===== src/mgw_pkg.sv =====
package mgw_pkg;

  localparam int SCREEN_WIDTH  = 240;
  localparam int SCREEN_HEIGHT = 320;
  localparam int MAX_GLYPH     = 64;

  localparam int QDEPTH = 2;
  localparam int QPTR_W = $clog2(QDEPTH);
  localparam int QCNT_W = $clog2(QDEPTH + 1);

  localparam logic [7:0] CMD_COL_SET = 8'h2A;
  localparam logic [7:0] CMD_ROW_SET = 8'h2B;
  localparam logic [7:0] CMD_MEM_WR  = 8'h2C;

  localparam logic [2:0] REG_FG_COLOR     = 3'd0;
  localparam logic [2:0] REG_BG_COLOR     = 3'd1;
  localparam logic [2:0] REG_ORIGIN_X     = 3'd2;
  localparam logic [2:0] REG_ORIGIN_Y     = 3'd3;
  localparam logic [2:0] REG_GLYPH_WIDTH  = 3'd4;
  localparam logic [2:0] REG_GLYPH_HEIGHT = 3'd5;

  localparam logic [4:0] START_LAST_IDX = 5'd10;

  typedef enum logic [0:0] {
    KIND_START = 1'b0,
    KIND_PIX   = 1'b1
  } job_kind_t;

  typedef struct packed {
    job_kind_t   kind;
    logic [8:0]  x1;
    logic [8:0]  x2;
    logic [8:0]  y1;
    logic [8:0]  y2;
    logic [7:0]  bits;
    logic [3:0]  npix;
    logic        done;
    logic [15:0] fg;
    logic [15:0] bg;
  } job_t;

  typedef struct packed {
    logic        we;
    logic [2:0]  index;
    logic [15:0] wdata;
  } cfg_wr_t;

endpackage


===== src/mgw_in_if.sv =====
interface mgw_in_if;
  logic       valid;
  logic       ready;
  logic       command;
  logic [7:0] bitmap_byte;

  modport source (output valid, output command, output bitmap_byte, input ready);
  modport sink (input valid, input command, input bitmap_byte, output ready);
endinterface


===== src/mgw_out_if.sv =====
interface mgw_out_if;
  logic       valid;
  logic       ready;
  logic [7:0] out_byte;
  logic       is_data;
  logic       last_of_run;
  logic       glyph_done;

  modport source (output valid, output out_byte, output is_data, output last_of_run,
                  output glyph_done, input ready);
  modport sink (input valid, input out_byte, input is_data, input last_of_run,
                input glyph_done, output ready);
endinterface


===== src/mgw_front.sv =====
module mgw_front (
  input  logic            clk,
  input  logic            rst_n,
  input  mgw_pkg::cfg_wr_t cfg,
  input  logic            in_valid,
  output logic            in_ready,
  input  logic            in_command,
  input  logic [7:0]      in_bitmap_byte,
  input  logic            q_full,
  output logic            q_push,
  output mgw_pkg::job_t   q_job
);

  logic [15:0] fg_r, bg_r;
  logic [7:0]  ox_r;
  logic [8:0]  oy_r;
  logic [6:0]  gw_r, gh_r;

  logic        active_r, active_nxt;
  logic [6:0]  row_r, row_nxt;
  logic [6:0]  cb_r, cb_nxt;

  logic        accept;
  logic [9:0]  x2_w, y2_w;
  logic        win_ok;
  logic [6:0]  diff;
  logic [3:0]  npix;
  logic [7:0]  cb_add;
  logic        wrap;
  logic [6:0]  row_inc;
  logic        glyph_end;

  assign in_ready = !q_full;
  assign accept   = in_valid && in_ready;

  always_ff @(posedge clk) begin
    if (!rst_n) begin
      fg_r <= 16'hFFFF;
      bg_r <= 16'h0000;
      ox_r <= 8'd0;
      oy_r <= 9'd0;
      gw_r <= 7'd8;
      gh_r <= 7'd16;
    end else if (cfg.we) begin
      case (cfg.index)
        mgw_pkg::REG_FG_COLOR:     fg_r <= cfg.wdata;
        mgw_pkg::REG_BG_COLOR:     bg_r <= cfg.wdata;
        mgw_pkg::REG_ORIGIN_X:     ox_r <= cfg.wdata[7:0];
        mgw_pkg::REG_ORIGIN_Y:     oy_r <= cfg.wdata[8:0];
        mgw_pkg::REG_GLYPH_WIDTH:  gw_r <= cfg.wdata[6:0];
        mgw_pkg::REG_GLYPH_HEIGHT: gh_r <= cfg.wdata[6:0];
        default: ;
      endcase
    end
  end

  assign x2_w = {2'b00, ox_r} + {3'b000, gw_r} - 10'd1;
  assign y2_w = {1'b0, oy_r} + {3'b000, gh_r} - 10'd1;

  assign win_ok = (gw_r != 7'd0) && (gh_r != 7'd0) &&
                  ({1'b0, gw_r} <= 8'(mgw_pkg::MAX_GLYPH)) &&
                  ({1'b0, gh_r} <= 8'(mgw_pkg::MAX_GLYPH)) &&
                  ({3'b000, ox_r} < 11'(mgw_pkg::SCREEN_WIDTH)) &&
                  ({2'b00, oy_r} < 11'(mgw_pkg::SCREEN_HEIGHT)) &&
                  ({1'b0, x2_w} < 11'(mgw_pkg::SCREEN_WIDTH)) &&
                  ({1'b0, y2_w} < 11'(mgw_pkg::SCREEN_HEIGHT));

  assign diff    = gw_r - cb_r;
  assign npix    = (cb_r >= gw_r) ? 4'd0 : ((diff > 7'd8) ? 4'd8 : diff[3:0]);
  assign cb_add  = {1'b0, cb_r} + 8'd8;
  assign wrap    = cb_add >= {1'b0, gw_r};
  assign row_inc = row_r + 7'd1;
  assign glyph_end = wrap && ((row_inc == 7'd0) || (row_inc >= gh_r));

  always_comb begin
    active_nxt = active_r;
    row_nxt    = row_r;
    cb_nxt     = cb_r;
    q_push     = 1'b0;
    q_job.kind = mgw_pkg::KIND_PIX;
    q_job.x1   = {1'b0, ox_r};
    q_job.x2   = x2_w[8:0];
    q_job.y1   = oy_r;
    q_job.y2   = y2_w[8:0];
    q_job.bits = in_bitmap_byte;
    q_job.npix = npix;
    q_job.done = glyph_end;
    q_job.fg   = fg_r;
    q_job.bg   = bg_r;
    if (accept) begin
      if (!in_command) begin
        active_nxt = win_ok;
        row_nxt    = 7'd0;
        cb_nxt     = 7'd0;
        q_push     = win_ok;
        q_job.kind = mgw_pkg::KIND_START;
      end else if (active_r) begin
        q_push = npix != 4'd0;
        if (wrap) begin
          cb_nxt  = 7'd0;
          row_nxt = glyph_end ? 7'd0 : row_inc;
          if (glyph_end) begin
            active_nxt = 1'b0;
          end
        end else begin
          cb_nxt = cb_add[6:0];
        end
      end
    end
  end

  always_ff @(posedge clk) begin
    if (!rst_n) begin
      active_r <= 1'b0;
      row_r    <= 7'd0;
      cb_r     <= 7'd0;
    end else begin
      active_r <= active_nxt;
      row_r    <= row_nxt;
      cb_r     <= cb_nxt;
    end
  end

endmodule


===== src/mgw_fifo.sv =====
module mgw_fifo (
  input  logic          clk,
  input  logic          rst_n,
  input  logic          push,
  input  mgw_pkg::job_t push_job,
  output logic          full,
  input  logic          pop,
  output logic          head_valid,
  output mgw_pkg::job_t head_job
);

  mgw_pkg::job_t                    mem_r [mgw_pkg::QDEPTH];
  logic [mgw_pkg::QPTR_W-1:0]       wp_r, wp_nxt;
  logic [mgw_pkg::QPTR_W-1:0]       rp_r, rp_nxt;
  logic [mgw_pkg::QCNT_W-1:0]       cnt_r, cnt_nxt;
  logic                             do_push, do_pop;

  assign full       = cnt_r == mgw_pkg::QCNT_W'(mgw_pkg::QDEPTH);
  assign head_valid = cnt_r != '0;
  assign head_job   = mem_r[rp_r];
  assign do_push    = push && !full;
  assign do_pop     = pop && head_valid;

  always_comb begin
    wp_nxt  = wp_r;
    rp_nxt  = rp_r;
    cnt_nxt = cnt_r;
    if (do_push) begin
      wp_nxt = (wp_r == mgw_pkg::QPTR_W'(mgw_pkg::QDEPTH - 1)) ? '0 : wp_r + 1'b1;
    end
    if (do_pop) begin
      rp_nxt = (rp_r == mgw_pkg::QPTR_W'(mgw_pkg::QDEPTH - 1)) ? '0 : rp_r + 1'b1;
    end
    if (do_push && !do_pop) begin
      cnt_nxt = cnt_r + 1'b1;
    end else if (do_pop && !do_push) begin
      cnt_nxt = cnt_r - 1'b1;
    end
  end

  always_ff @(posedge clk) begin
    if (do_push) begin
      mem_r[wp_r] <= push_job;
    end
  end

  always_ff @(posedge clk) begin
    if (!rst_n) begin
      wp_r  <= '0;
      rp_r  <= '0;
      cnt_r <= '0;
    end else begin
      wp_r  <= wp_nxt;
      rp_r  <= rp_nxt;
      cnt_r <= cnt_nxt;
    end
  end

endmodule


===== src/mgw_back.sv =====
module mgw_back (
  input  logic          clk,
  input  logic          rst_n,
  input  logic          job_valid,
  input  mgw_pkg::job_t job,
  output logic          job_pop,
  output logic          out_valid,
  input  logic          out_ready,
  output logic [7:0]    out_byte,
  output logic          out_is_data,
  output logic          out_last_of_run,
  output logic          out_glyph_done
);

  logic [4:0]  idx_r, idx_nxt;
  logic        ov_r, ov_nxt;
  logic [7:0]  byte_r, byte_nxt;
  logic        data_r, data_nxt;
  logic        last_r, last_nxt;
  logic        done_r, done_nxt;

  logic        advance, emit, at_last;
  logic [4:0]  last_idx;
  logic [2:0]  pix;
  logic [15:0] color;
  logic [7:0]  sel_byte;
  logic        sel_data;

  assign advance  = !ov_r || out_ready;
  assign emit     = job_valid && advance;
  assign last_idx = (job.kind == mgw_pkg::KIND_START) ? mgw_pkg::START_LAST_IDX
                                                      : {job.npix, 1'b0} - 5'd1;
  assign at_last  = idx_r == last_idx;
  assign job_pop  = emit && at_last;
  assign pix      = idx_r[3:1];
  assign color    = job.bits[3'd7 - pix] ? job.fg : job.bg;

  always_comb begin
    sel_byte = 8'h00;
    sel_data = 1'b1;
    if (job.kind == mgw_pkg::KIND_START) begin
      case (idx_r)
        5'd0:    begin sel_byte = mgw_pkg::CMD_COL_SET; sel_data = 1'b0; end
        5'd1:    sel_byte = {7'd0, job.x1[8]};
        5'd2:    sel_byte = job.x1[7:0];
        5'd3:    sel_byte = {7'd0, job.x2[8]};
        5'd4:    sel_byte = job.x2[7:0];
        5'd5:    begin sel_byte = mgw_pkg::CMD_ROW_SET; sel_data = 1'b0; end
        5'd6:    sel_byte = {7'd0, job.y1[8]};
        5'd7:    sel_byte = job.y1[7:0];
        5'd8:    sel_byte = {7'd0, job.y2[8]};
        5'd9:    sel_byte = job.y2[7:0];
        default: begin sel_byte = mgw_pkg::CMD_MEM_WR; sel_data = 1'b0; end
      endcase
    end else begin
      sel_byte = idx_r[0] ? color[7:0] : color[15:8];
    end
  end

  always_comb begin
    idx_nxt  = idx_r;
    ov_nxt   = ov_r;
    byte_nxt = byte_r;
    data_nxt = data_r;
    last_nxt = last_r;
    done_nxt = done_r;
    if (advance) begin
      ov_nxt = emit;
    end
    if (emit) begin
      idx_nxt  = at_last ? 5'd0 : idx_r + 5'd1;
      byte_nxt = sel_byte;
      data_nxt = sel_data;
      last_nxt = at_last;
      done_nxt = at_last && (job.kind == mgw_pkg::KIND_PIX) && job.done;
    end
  end

  always_ff @(posedge clk) begin
    if (!rst_n) begin
      idx_r <= 5'd0;
      ov_r  <= 1'b0;
    end else begin
      idx_r <= idx_nxt;
      ov_r  <= ov_nxt;
    end
  end

  always_ff @(posedge clk) begin
    byte_r <= byte_nxt;
    data_r <= data_nxt;
    last_r <= last_nxt;
    done_r <= done_nxt;
  end

  assign out_valid       = ov_r;
  assign out_byte        = byte_r;
  assign out_is_data     = data_r;
  assign out_last_of_run = last_r;
  assign out_glyph_done  = done_r;

endmodule


===== src/mono_glyph_to_rgb565_writer.sv =====
// The first result byte of an item passes through the job queue and then the output
// register before it can transfer.
// A valid start item yields 11 bytes, a bitmap byte 2 bytes per pixel (up to 16),
// one byte per cycle while out_ready does not stall the output.
// A 2-entry job queue decouples input acceptance from byte emission.
// Synchronous active-low reset restores register defaults and clears glyph state,
// the queue and the output register; ready is high the cycle after reset.
module mono_glyph_to_rgb565_writer (
  input  logic         clk,
  input  logic         rst_n,
  mgw_in_if.sink       in_ch,
  mgw_out_if.source    out_ch,
  input  logic         cfg_we,
  input  logic [2:0]   cfg_index,
  input  logic [15:0]  cfg_wdata
);

  mgw_pkg::cfg_wr_t cfg;
  mgw_pkg::job_t    push_job, head_job;
  logic             q_full, q_push, head_valid, job_pop;

  assign cfg.we    = cfg_we;
  assign cfg.index = cfg_index;
  assign cfg.wdata = cfg_wdata;

  mgw_front u_front (
    .clk            (clk),
    .rst_n          (rst_n),
    .cfg            (cfg),
    .in_valid       (in_ch.valid),
    .in_ready       (in_ch.ready),
    .in_command     (in_ch.command),
    .in_bitmap_byte (in_ch.bitmap_byte),
    .q_full         (q_full),
    .q_push         (q_push),
    .q_job          (push_job)
  );

  mgw_fifo u_fifo (
    .clk        (clk),
    .rst_n      (rst_n),
    .push       (q_push),
    .push_job   (push_job),
    .full       (q_full),
    .pop        (job_pop),
    .head_valid (head_valid),
    .head_job   (head_job)
  );

  mgw_back u_back (
    .clk             (clk),
    .rst_n           (rst_n),
    .job_valid       (head_valid),
    .job             (head_job),
    .job_pop         (job_pop),
    .out_valid       (out_ch.valid),
    .out_ready       (out_ch.ready),
    .out_byte        (out_ch.out_byte),
    .out_is_data     (out_ch.is_data),
    .out_last_of_run (out_ch.last_of_run),
    .out_glyph_done  (out_ch.glyph_done)
  );

endmodule


===== src/flat_wrapper.sv =====
// flat-port wrapper written by rule: the top's interface ports become plain ports
module mono_glyph_to_rgb565_writer_flat 
  (clk, rst_n, cfg_we, cfg_index, cfg_wdata, in_ch_valid, in_ch_command, in_ch_bitmap_byte, in_ch_ready, out_ch_valid, out_ch_out_byte, out_ch_is_data, out_ch_last_of_run, out_ch_glyph_done, out_ch_ready);
  mgw_in_if in_ch_i ();
  mgw_out_if out_ch_i ();
  input  logic clk;
  input  logic rst_n;
  input  logic cfg_we;
  input  logic [2:0] cfg_index;
  input  logic [15:0] cfg_wdata;
  input wire logic [$bits(in_ch_i.valid)-1:0] in_ch_valid;
  input wire logic [$bits(in_ch_i.command)-1:0] in_ch_command;
  input wire logic [$bits(in_ch_i.bitmap_byte)-1:0] in_ch_bitmap_byte;
  output wire logic [$bits(in_ch_i.ready)-1:0] in_ch_ready;
  output wire logic [$bits(out_ch_i.valid)-1:0] out_ch_valid;
  output wire logic [$bits(out_ch_i.out_byte)-1:0] out_ch_out_byte;
  output wire logic [$bits(out_ch_i.is_data)-1:0] out_ch_is_data;
  output wire logic [$bits(out_ch_i.last_of_run)-1:0] out_ch_last_of_run;
  output wire logic [$bits(out_ch_i.glyph_done)-1:0] out_ch_glyph_done;
  input wire logic [$bits(out_ch_i.ready)-1:0] out_ch_ready;
  assign in_ch_i.valid = in_ch_valid;
  assign in_ch_i.command = in_ch_command;
  assign in_ch_i.bitmap_byte = in_ch_bitmap_byte;
  assign in_ch_ready = in_ch_i.ready;
  assign out_ch_valid = out_ch_i.valid;
  assign out_ch_out_byte = out_ch_i.out_byte;
  assign out_ch_is_data = out_ch_i.is_data;
  assign out_ch_last_of_run = out_ch_i.last_of_run;
  assign out_ch_glyph_done = out_ch_i.glyph_done;
  assign out_ch_i.ready = out_ch_ready;
  mono_glyph_to_rgb565_writer u_core (.clk(clk), .rst_n(rst_n), .in_ch(in_ch_i), .out_ch(out_ch_i), .cfg_we(cfg_we), .cfg_index(cfg_index), .cfg_wdata(cfg_wdata));
endmodule

===== config.mk =====
export PLATFORM = sky130hd
export DESIGN_NAME = mono_glyph_to_rgb565_writer_flat
export DESIGN_NICKNAME = d
export VERILOG_FILES = /design/src/mgw_pkg.sv /design/src/mgw_in_if.sv /design/src/mgw_out_if.sv /design/src/mgw_front.sv /design/src/mgw_fifo.sv /design/src/mgw_back.sv /design/src/mono_glyph_to_rgb565_writer.sv /design/src/flat_wrapper.sv
export SDC_FILE = /design/constraint.sdc
export NUM_CORES = 1
export LEC_CHECK = 0
export BUFFER_PORTS_ARGS = -buffer_cell sky130_fd_sc_hd__clkbuf_2
export CAP_MARGIN = 5
export CELL_PAD_IN_SITES_DETAIL_PLACEMENT = 1
export CELL_PAD_IN_SITES_GLOBAL_PLACEMENT = 1
export CORE_ASPECT_RATIO = 0.7
export CORE_MARGIN = 5
export CORE_UTILIZATION = 46
export CTS_CLUSTER_DIAMETER = 150
export DETAILED_ROUTE_END_ITERATION = 12
export GPL_ROUTABILITY_DRIVEN = 0
export GPL_TIMING_DRIVEN = 0
export MAX_ROUTING_LAYER = met4
export PLACE_DENSITY_LB_ADDON = 0.15
export SLEW_MARGIN = 25
export SYNTH_ARGS = -nofsm -noshare
export SYNTH_HDL_FRONTEND = slang
export SYNTH_SLANG_ARGS = --single-unit

===== constraint.sdc =====
create_clock -name clk -period 7.2 [get_ports clk]
set_clock_uncertainty 0.2 [all_clocks]
set_input_delay 0.36 -clock clk [delete_from_list [all_inputs] [get_ports clk]]
set_output_delay 0.36 -clock clk [all_outputs]
set_load 0.02 [all_outputs]

==> out/results.tsv <==
stage	metric	value	unit
clock_network	clkTransAtPathRegs	0.07	ns
worst_hold_path	min_path_cells	3	
worst_setup_path	startpoint_type	flip-flop	
layout	drive_gt1_frac	0.116	
power_and_ir_drop	totalPowerFinal	3500	uW
clock_network	clock-root-buffer	clkbuf_16	
routing	drtAntennaViolNets	0	
power_and_ir_drop	ir_worst_vdd	0.000157	V
synth	synth_top_area_frac	0.421	
routing	via_per_inst	5.67	
power_and_ir_drop	internal-power	2620	uW
worst_setup_path	r2r.worst_path.cells	13	
routing	wirelength	36000	um
placement	place_hpwl	26500	um
worst_setup_path	cp-startpoint	u_core.u_front.oy_r[1]	
synth	synth-edff-count	173	
synth	synth_ff_type	edfxtp_1	
power_and_ir_drop	leakagePower	0.00534	uW
timing	setup_viol	0	
clock_network	cts_buffers	26	
timing	hold_viol	0	
synth	synthAdderAreaFrac	0.0631	
grt	grt_pass1_wl	55300	um
synth	synth-xor-area-share	0.0178	
power_and_ir_drop	power_frac_seq	0.480	
timing	rsz0062_at_grt	false	
synth	yosys.cell_types.count	73	
clock_network	clock_path_buffers	3	
worst_setup_path	required	7.24	ns
die	initial_utilization	0.464	
routing	post_drt_wl_per_cell	22.9	um
clock_network	htree_levels	1	
power_and_ir_drop	power.switching	877	uW
run	maxCapViolCount	0	
die	rows	50	
synth	syn_avg_cell_area	11.4	um^2
synth	ys_ff_latch	259	
grt	grt_pass1_vias	9113	
clock_network	cts_sinks	259	
worst_setup_path	path_cells	inv_1 -> ha_1 -> inv_1 -> ha_1 -> fa_1 -> a21o_1 -> a2111oi_0 -> nor3_1 -> nor4b_2 -> a41oi_1 -> nor2b_4 -> buf_16 -> buf_12	
grt	overflow	0	
power_and_ir_drop	swShare	0.251	
power_and_ir_drop	comb_power_share	0.113	
synth	yosysSeqAreaShare	0.561	
synth	yosys.area.top_type	edfxtp_1	
worst_setup_path	r2r_start	u_core.u_front.oy_r[1]	
routing	vias	8902	
worst_setup_path	crit_buf_inv	4	
synth	synthTopCellsByArea	edfxtp_1 (42%), dfxtp_1 (14%), ha_1 (6.0%)	
placement	port_buffers	45	
power_and_ir_drop	p_per_area	245	nW/um^2
synth	synth_cells	1085	
worst_setup_path	cp_slowest_cell	nor2b_4	
grt	antenna_found_initial	3	
layout	finalNetCount	1278	
worst_setup_path	r2r_end	u_core.u_fifo.mem_r[1][44]	
die	die_h	147	um
layout	post-route-cell-area	14300	um^2
synth	synth-simple-area-share	0.120	
die	dieArea	30200	um^2
timing	fin_crit	4.98	ns
synth	synthMuxAreaShare	0.0823	
grt	grt_max_degree	25	
clock_network	cts_resized	0	
synth	synth_top_family_by_area	simple AND/OR/NAND/NOR gates	
routing	drcViolationCount	0	
clock_network	cts_tree	built	
worst_hold_path	hold_end	u_core.u_front.oy_r[6]	
clock_network	clock_latency	0.54	ns
timing	report.final.slew_viol_count	0	
timing	period_share	0.692	
synth	syn_nets	1179	
die	core_area	26600	um^2
worst_setup_path	crit_path_end_kind	flip-flop	
status	status	finished clean	
layout	syn_to_final_growth	15.7	%
timing	worstMarginPinSlew	0.932	ns
die	io_pins	46	
worst_setup_path	path_class	reg2reg	
worst_setup_path	cp_slowest_stage_delay	0.67	ns
power_and_ir_drop	p_clk_frac	0.406	
synth	synth_area	12300	um^2
worst_setup_path	crit_arrival	5.02	ns
synth	async_reset_ff_frac	0	
worst_hold_path	min_from	cfg_wdata[6]	
timing	maxSlewHeadroom	0.379	
worst_setup_path	crit_fanout	23	
grt	track_usage	0.246	
timing	max_freq	0.201	GHz
worst_hold_path	hp-class	in2reg	
routing	dr.pass1.iters	5	
worst_setup_path	r2r_slack	2.22	ns
worst_setup_path	cp_top_family	simple AND/OR/NAND/NOR gates	
synth	synth_compound_area_frac	0.113	
routing	drt-initial-drc-count	842	
die	dieWidth	206	um
synth	yosysWarnings	0	
placement	placed_cell_area	13200	um^2
[how the worst max path moves through the flow]
| stage | depth (start not counted) | end | slack, ns |
|---|---|---|---|
| 6_report | 13 | u_core.u_fifo.mem_r[1][44] | 2.22 |
| 5_1_grt | 13 | u_core.u_fifo.mem_r[1][44] | 1.77 |
| 4_1_cts | 16 | u_core.u_fifo.cnt_r[1] | 2.16 |
| 3_5_place_dp | 13 | u_core.u_fifo.mem_r[1][39] | 2.19 |
| 3_3_place_gp | 11 | u_core.u_fifo.mem_r[1][47] | -2.47 |
| 2_1_floorplan | 11 | u_core.u_fifo.mem_r[1][0] | 0.22 |
[per-layer routing]
layer,vias to the layer above,global-route usage,part of all wire,wire length [um]
met3,45,0.0432,0.058,2100
met5,-,-,0,0
met1,4476,0.372,0.50,18000
met4,0,0.0492,0.019,667
met2,215,0.351,0.42,15200
li1,4166,-,-,-
[placed cells by master (no fill, tap or decap), drive strengths merged, types with 8 or more instances in the layout]
master / n
ha: 59
inv: 88
dfxtp: 86
o21ai: 27
o22ai: 28
nand3: 48
nor2: 39
or3: 10
a21o: 8
and3: 8
a21oi: 61
mux2: 24
mux2i: 59
nor3: 9
and2: 9
clkbuf: 112
xnor2: 12
buf: 18
nor2b: 10
nand2b: 10
a22oi: 12
xor2: 13
edfxtp: 173
dlygate4sd3: 20
nand2: 139
a211oi: 10
[flip-flops by register name, summed over array words and instances (netlist names), 2 cells and up, named ones only]
signal                  count
u_core.u_fifo.mem_r       162
u_core.u_front.bg_r        16
u_core.u_front.fg_r        16
u_core.u_front.oy_r         9
u_core.u_back.out_byte      8
u_core.u_front.ox_r         8
u_core.u_front.gh_r         7
u_core.u_front.gw_r         7
u_core.u_front.row_r        7
u_core.u_back.idx_r         5
u_core.u_front.cb_r         4
u_core.u_fifo.cnt_r         2
[cells in the mapped netlist, types with 6 or more instances]
master	number
mux2_4	6
nand2b_1	10
a22o_1	7
edfxtp_1	173
mux2_2	15
buf_2	6
a21o_1	8
a22oi_1	12
clkbuf_1	33
or3_1	10
nand4_1	7
nor2_1	39
nand2_1	139
and2_1	9
xor2_1	13
inv_1	84
ha_1	59
dfxtp_1	86
nor3_1	9
nand3_1	48
xnor2_1	12
a211oi_1	10
o22ai_1	28
nor2b_1	10
mux2i_1	56
o21ai_0	23
and3_1	8
a21oi_1	61
[cell type report]
cell class / instances / area, um^2
fillers: 2837 / 12300
clock buffers: 34 / 732
flip-flops and latches: 259 / 6920
multi-input cells: 697 / 4910
well taps: 364 / 455
plain buffers: 45 / 206
repair buffers: 71 / 568
diodes: 2 / 5.00
inverters: 84 / 315
clock inverters: 14 / 161
[worst min-delay path, cell delays in order]
cell	delay, ns
clkbuf_2	0.20
nand2_1	0.10
a21oi_1	0.05
[cells by family (layout without fill, tap and decap cells)]
| logic type | count (synthesis) | after routing |
|---|---|---|
| flip-flops | 259 | 259 |
| multiplexers | 87 | 87 |
| XOR/XNOR | 25 | 25 |
| adder cells (fa/ha/maj) | 61 | 61 |
| AO/OA/AOI/OAI | 209 | 209 |
| AND/OR/NAND/NOR | 313 | 313 |
| other | 2 | 4 |
| buffers and inverters | 129 | 248 |
[power groups by stage]
stage / clock network [uW] / registers [uW] / logic [uW]
final: 1420 / 1680 / 396
after global routing: 1510 / 1690 / 431
after CTS: 1440 / 1680 / 393
after detailed placement: 0 / 1710 / 381
after global placement: 0 / 1720 / 358
after floorplan: 0 / 1720 / 229
[stage by stage]
stage / hold slack [ns] / cells / util / setup TNS, ns / setup slack, ns
6_report: 0.0314 / 1570 / 0.537 / 0 / 2.22
5_1_grt: 0.0250 / 1570 / 0.537 / 0 / 1.77
3_5_place_dp: 0.244 / 1500 / 0.495 / 0 / 2.19
4_1_cts: 0.0273 / 1568 / 0.537 / 0 / 2.16
2_1_floorplan: 0.225 / 1085 / - / 0 / 0.224
3_3_place_gp: 0.231 / 1494 / 0.489 / -373.49 / -2.47
[what timing repair did]
| item | 4_1_cts | 5_1_grt |
|---|---|---|
| endpoints found under the hold margin | 44 | 0 |
| hold buffers | 20 | 0 |
| setup buffers | 0 | 0 |
No activity file was read; power rests on OpenSTA's default activity.
